**src/rtl/core/bsw_ram.sv**
```systemverilog
// generic single-port-write, single-port-read ram with registered read data
`timescale 1ns / 1ps
`default_nettype none

module bsw_ram #(
   parameter int WIDTH = 8,
   parameter int DEPTH = 16,
   localparam int ADDR_W = $clog2(DEPTH)
) (
   input  wire logic              clock,
   input  wire logic              wr_en,
   input  wire logic [ADDR_W-1:0] wr_addr,
   input  wire logic [WIDTH-1:0]  wr_data,
   input  wire logic [ADDR_W-1:0] rd_addr,
   output logic      [WIDTH-1:0]  rd_data
);

   logic [WIDTH-1:0] mem [DEPTH];
   logic [WIDTH-1:0] rd_data_ff;

   always_ff @(posedge clock) begin
      if (wr_en) begin
         mem[wr_addr] <= wr_data;
      end
      rd_data_ff <= mem[rd_addr];
   end

   assign rd_data = rd_data_ff;

endmodule

`default_nettype wire

```
**config.mk**
```make
export PLATFORM = sky130hd
export DESIGN_NAME = bsw_ram
export DESIGN_NICKNAME = d
export VERILOG_FILES = /design/src/rtl/core/bsw_ram.sv
export SDC_FILE = /design/constraint.sdc
export NUM_CORES = 1
export LEC_CHECK = 0
export ABC_AREA = 1
export ABC_CLOCK_PERIOD_IN_PS = 2100
export BUFFER_PORTS_ARGS = -buffer_cell sky130_fd_sc_hd__clkbuf_2
export CAP_MARGIN = 20
export CORE_UTILIZATION = 60
export CTS_CLUSTER_DIAMETER = 50
export DETAILED_ROUTE_END_ITERATION = 8
export GPL_TIMING_DRIVEN = 0
export PLACE_DENSITY = 0.8
export REMOVE_ABC_BUFFERS = 1
export SLEW_MARGIN = 20
export SYNTH_ARGS = -nofsm -noshare
export SYNTH_HDL_FRONTEND = slang
export SYNTH_SLANG_ARGS = --single-unit
```
**constraint.sdc**
```tcl
create_clock -name clock -period 2.1 [get_ports clock]
set_input_delay 0.105 -clock clock [delete_from_list [all_inputs] [get_ports clock]]
set_output_delay 0.105 -clock clock [all_outputs]
set_load 0.1 [all_outputs]
```
* Word level (Yosys, flattened, before mapping)
Memories as Yosys holds them, arrays and structs flattened. A register that Yosys moved wholly into a read port is not among the register bits.
Index checks and enable logic that the tools add are counted.
** Operators by class
- Add/sub/neg operators :: 0
- Multipliers :: 0
- Divide/modulo/power cells :: 0
- Order comparisons :: 0
- Equality and inequality tests :: 0
- Shift operators :: 0
- Multiplexer cells :: 2
- Bitwise logic cells :: 0
- Reductions and logical operators :: 0
** Operator list (number)
- 2-to-1 mux 1 bit :: 2
** Storage, ports and cells
- Flip-flop bits (word level) :: 0
- Latch bits :: 0
- RAM bits :: 128
- Bits in read-only memories :: 0
- Input bits :: 18
- Output and inout port bits :: 8
- Memories kept :: 1
** Memory list
- mem :: depth 16, bits a word 8, read ports 1, clocked after memory_dff 1, wr ports 1, RTL line 18 : logic [WIDTH-1:0] mem [DEPTH];

* Logic depth before layout (Yosys ltp)
- Depth after elaboration :: 2
- Gate-level depth with buffers :: 8
- Gate-level depth less buffers :: 7

* Worst setup path before layout
Ideal clock, no wire load.
- Path type :: input -> register
- From :: in wr_addr[2]
- To :: mem mem[10][0] (enable)
- Setup time :: 0.370 ns
- Arrival :: 0.686 ns
- Data required time :: 1.730 ns
- Slack :: 1.044 ns
- Cell stages on the path :: 2
- Path buffers :: 0
- Path through :: nand3b_1 -> nor2_1
** RTL lines
- from (decl) :: RTL line 12 : input wire logic [ADDR_W-1:0] wr_addr,
- to (decl) :: RTL line 18
No word-level cell before the write port.

==> load_flow_metrics.sql <==
INSERT INTO impl_metrics (metric_group, metric, value, unit) VALUES
('cells_and_area', 'area_growth', '11.54', '%'),
('worst_setup_path', 'crit_arrival', '1.91', 'ns'),
('drt', 'drt-pass1-iter-count', '5', ''),
('worst_setup_path', 'critical_path.startpoint_type', 'primary input', ''),
('clock_tree', 'insertion_delay_of_the_later_clocked_pin_in_the_worst_skew_pair', '0.53', 'ns'),
('worst_setup_path', 'crit_required', '2.52', 'ns'),
('synth', 'synthCells', '551', ''),
('clock_tree', 'clk_transition_reported_paths', '0.06', 'ns'),
('drt', 'drt_drc_violations_left', '0', ''),
('pwr', 'leakagePower', '2.784', 'nW'),
('placement', 'placement.cell_area', '5889', 'µm²'),
('floorplanning', 'floorplan.initialDensity', '62.12', '%'),
('drt', 'initialDrtViolationCount', '450', ''),
('timing', 'headroom_to_the_max_slew_limit', '44.53', '%'),
('outcome', 'status', 'finished clean', ''),
('synth', 'synth-seq-cells', '136', ''),
('placement', 'pre_cts_ws', '-0.1715', 'ns'),
('global_routing', 'grt_usage', '26.66', '%'),
('worst_setup_path', 'timing.critical_path.cells', 'clkbuf_4, inv_4, nand2_1, nand3_1, nand3_1, nand3_1, nand2_1', ''),
('drt', 'totalWireLength', '12.33', 'mm'),
('timing', 'timing.final.setup_violations', '0', ''),
('global_routing', 'vias_in_the_first_global_route', '3646', ''),
('timing', 'drv_slew', '0', ''),
('cells_and_area', 'fillCellCount', '657', ''),
('worst_setup_path', 'critical_path.max_stage_delay', '0.65', 'ns'),
('drt', 'route.detailed.wl_per_inst', '17.27', 'µm'),
('pwr', 'p_total', '6.170', 'mW'),
('clock_tree', 'clock_sinks', '136', ''),
('worst_setup_path', 'crit_fanout', '65', ''),
('synth', 'yosysUniqueCellTypes', '12', ''),
('placement', 'place_hpwl', '7.010', 'mm'),
('global_routing', 'overflow', '0', ''),
('floorplanning', 'ios', '26', ''),
('cells_and_area', 'finish.cell_count_without_fillers', '714', ''),
('floorplanning', 'placement_rows', '35', ''),
('placement', 'place.detailed.instances', '681', ''),
('worst_setup_path', 'criticalPathCategory', 'in2reg', ''),
('global_routing', 'wire_length_of_the_first_global_routing_pass', '18.98', 'mm'),
('clock_tree', 'cts_buffers', '17', ''),
('timing', 'timing.final.crit_share', '71.07', '%'),
('timing', 'max_freq', '0.6700', 'GHz'),
('worst_setup_path', 'timing.critical_path.slowest_stage_cell', 'inv_4', ''),
('worst_setup_path', 'critical_path.most_common_cell', 'nand3_1', ''),
('pwr', 'ir_drop', '0.6745', 'mV'),
('floorplanning', 'dieArea', '10010', 'µm²'),
('clock_tree', 'htree_levels', '4', ''),
('timing', 'final.setup_skew', '0.007810', 'ns'),
('placement', 'placement.io_buffers', '25', ''),
('cells_and_area', 'diodes', '0', ''),
('timing', 'final.min_clock_period', '1.493', 'ns'),
('floorplanning', 'core_area', '9284', 'µm²'),
('cells_and_area', 'layout.cells.most_common_list', '173 x nand2_1, 128 x edfxtp_1, 100 x inv_1', ''),
('cells_and_area', 'layout_commonest_cell', 'nand2_1', ''),
('clock_tree', 'tritoncts', 'done', ''),
('min_path', 'hold_class', 'in2reg', ''),
('drt', 'routed-via-count', '3829', ''),
('placement', 'gpl.final_weighted_congestion', '0.8537', ''),
('flow_run', 'cap_viol_max_count', '0', ''),
('global_routing', 'grt_antenna_before_repair', '0', ''),
('synth', 'synth_area', '5767', 'µm²'),
('pwr', 'power_density', '959.2', 'nW/µm²'),
('cells_and_area', 'final_net_count', '590', ''),
('synth', 'synth.yosys.seq_area_share', '69.43', '%'),
('timing', 'final_critical_path_setup_slack', '0.6075', 'ns'),
('synth', 'synth.yosys.warnings', '0', ''),
('timing', 'grt_setup_unrepaired', 'false', ''),
('worst_setup_path', 'r2r_setup_slack', '0.96', 'ns'),
('cells_and_area', 'finalCoreUtilization', '69.29', '%'),
('floorplanning', 'die-width', '100.0', 'µm'),
('timing', 'worst_pin_slew', '0.8291', 'ns'),
('synth', 'average_footprint_of_a_synthesized_cell', '10.47', 'µm²'),
('cells_and_area', 'drive_gt1_share', '9.402', '%'),
('worst_setup_path', 'crit_path_end_kind', 'flip-flop', ''),
('cells_and_area', 'final_area', '6432', 'µm²'),
('floorplanning', 'die_h', '100.0', 'µm'),
('drt', 'ant_nets', '0', ''),
('timing', 'hold_viol', '0', ''),
('clock_tree', 'clock_tree.root_cell', 'clkbuf_8', ''),
('global_routing', 'maximum_number_of_pins_on_one_net_before_global_route_repair', '66', ''),
('drt', 'post_detailed_route_via_to_cell_ratio', '5.363', ''),
('clock_tree', 'cts.path.max_buffers', '2', '');
timing repair:
action                                 CTS  global route
setup endpoints to repair                0             8
endpoints found under the hold margin    5             0
buffers inserted                         0             0
resized for setup                        0             1
hold buffers                             1             0
flip-flops by register name (all words and copies together) (netlist names):
| register | count |
|---|---|
| rd_data | 8 |
| mem | 128 |
critical path, delay by kind of cell:
kind / cells / cell delay, ns
buffers and inverters: 2 / 1.08
AND/OR/NAND/NOR: 5 / 0.63
power breakdown:
group | switching [mW] | internal, mW | leakage [nW]
registers | 0.0168 | 3.04 | 1.22
clock network | 1.08 | 1.56 | 0.260
logic | 0.383 | 0.0947 | 1.30
worst paths after layout:
path,from,endpoint,cells past startpoint
hold / removal,wr_data[1],mem[13][1]$_DFFE_PP_,1
hold reg to reg,mem[11][6]$_DFFE_PP_,rd_data[6]$_DFF_P_,6
setup / recovery,rd_addr[0],rd_data[7]$_DFF_P_,7
setup reg to reg,mem[6][6]$_DFFE_PP_,rd_data[6]$_DFF_P_,6
synthesized netlist by cell type:
master	instances	share of area [%]
nand2_1	173	11
edfxtp_1	128	67
inv_1	100	6.5
nand3_1	97	8.4
nor2_1	17	1.1
buf_2	13	1.1
dfxtp_1	8	2.8
buf_6	6	1.2
buf_4	4	0.52
inv_2	2	0.13
nand3b_1	2	0.26
buf_1	1	0.065
per-layer routing:
metal,global-route usage (%),up-vias,routed length [µm]
li1,-,1818,-
met1,34.63,1789,4791
met2,43.93,185,6266
met3,5.014,37,881
met4,12.60,0,391
met5,0,-,0
final cells by class:
type | count | area (µm²) | area share [%]
clock inverter | 12 | 105.1 | 1.634
tap | 129 | 161.4 | 2.509
multi-input combinational | 289 | 1214 | 18.87
clock buffer | 20 | 425.4 | 6.613
inverter | 102 | 385.4 | 5.991
timing repair buffer | 26 | 137.6 | 2.140
sequential | 136 | 4004 | 62.24
per-stage QoR:
| step | TNS [ns] | hold slack (ns) |
|---|---|---|
| 2_1_floorplan | 0 | 0.2039 |
| 3_3_place_gp | -4.516 | 0.5185 |
| 3_5_place_dp | -1.113 | 0.5178 |
| 4_1_cts | 0 | 0.05347 |
| 5_1_grt | 0 | 0.06971 |
| 6_report | 0 | 0.05947 |
kinds of logic after synthesis:
family | Yosys count | synth area share (%)
DFF | 136 | 69.43
buffers and inverters | 126 | 9.525
and+or+nand+nor | 289 | 21.05
No activity file was read; power rests on OpenSTA's default activity.
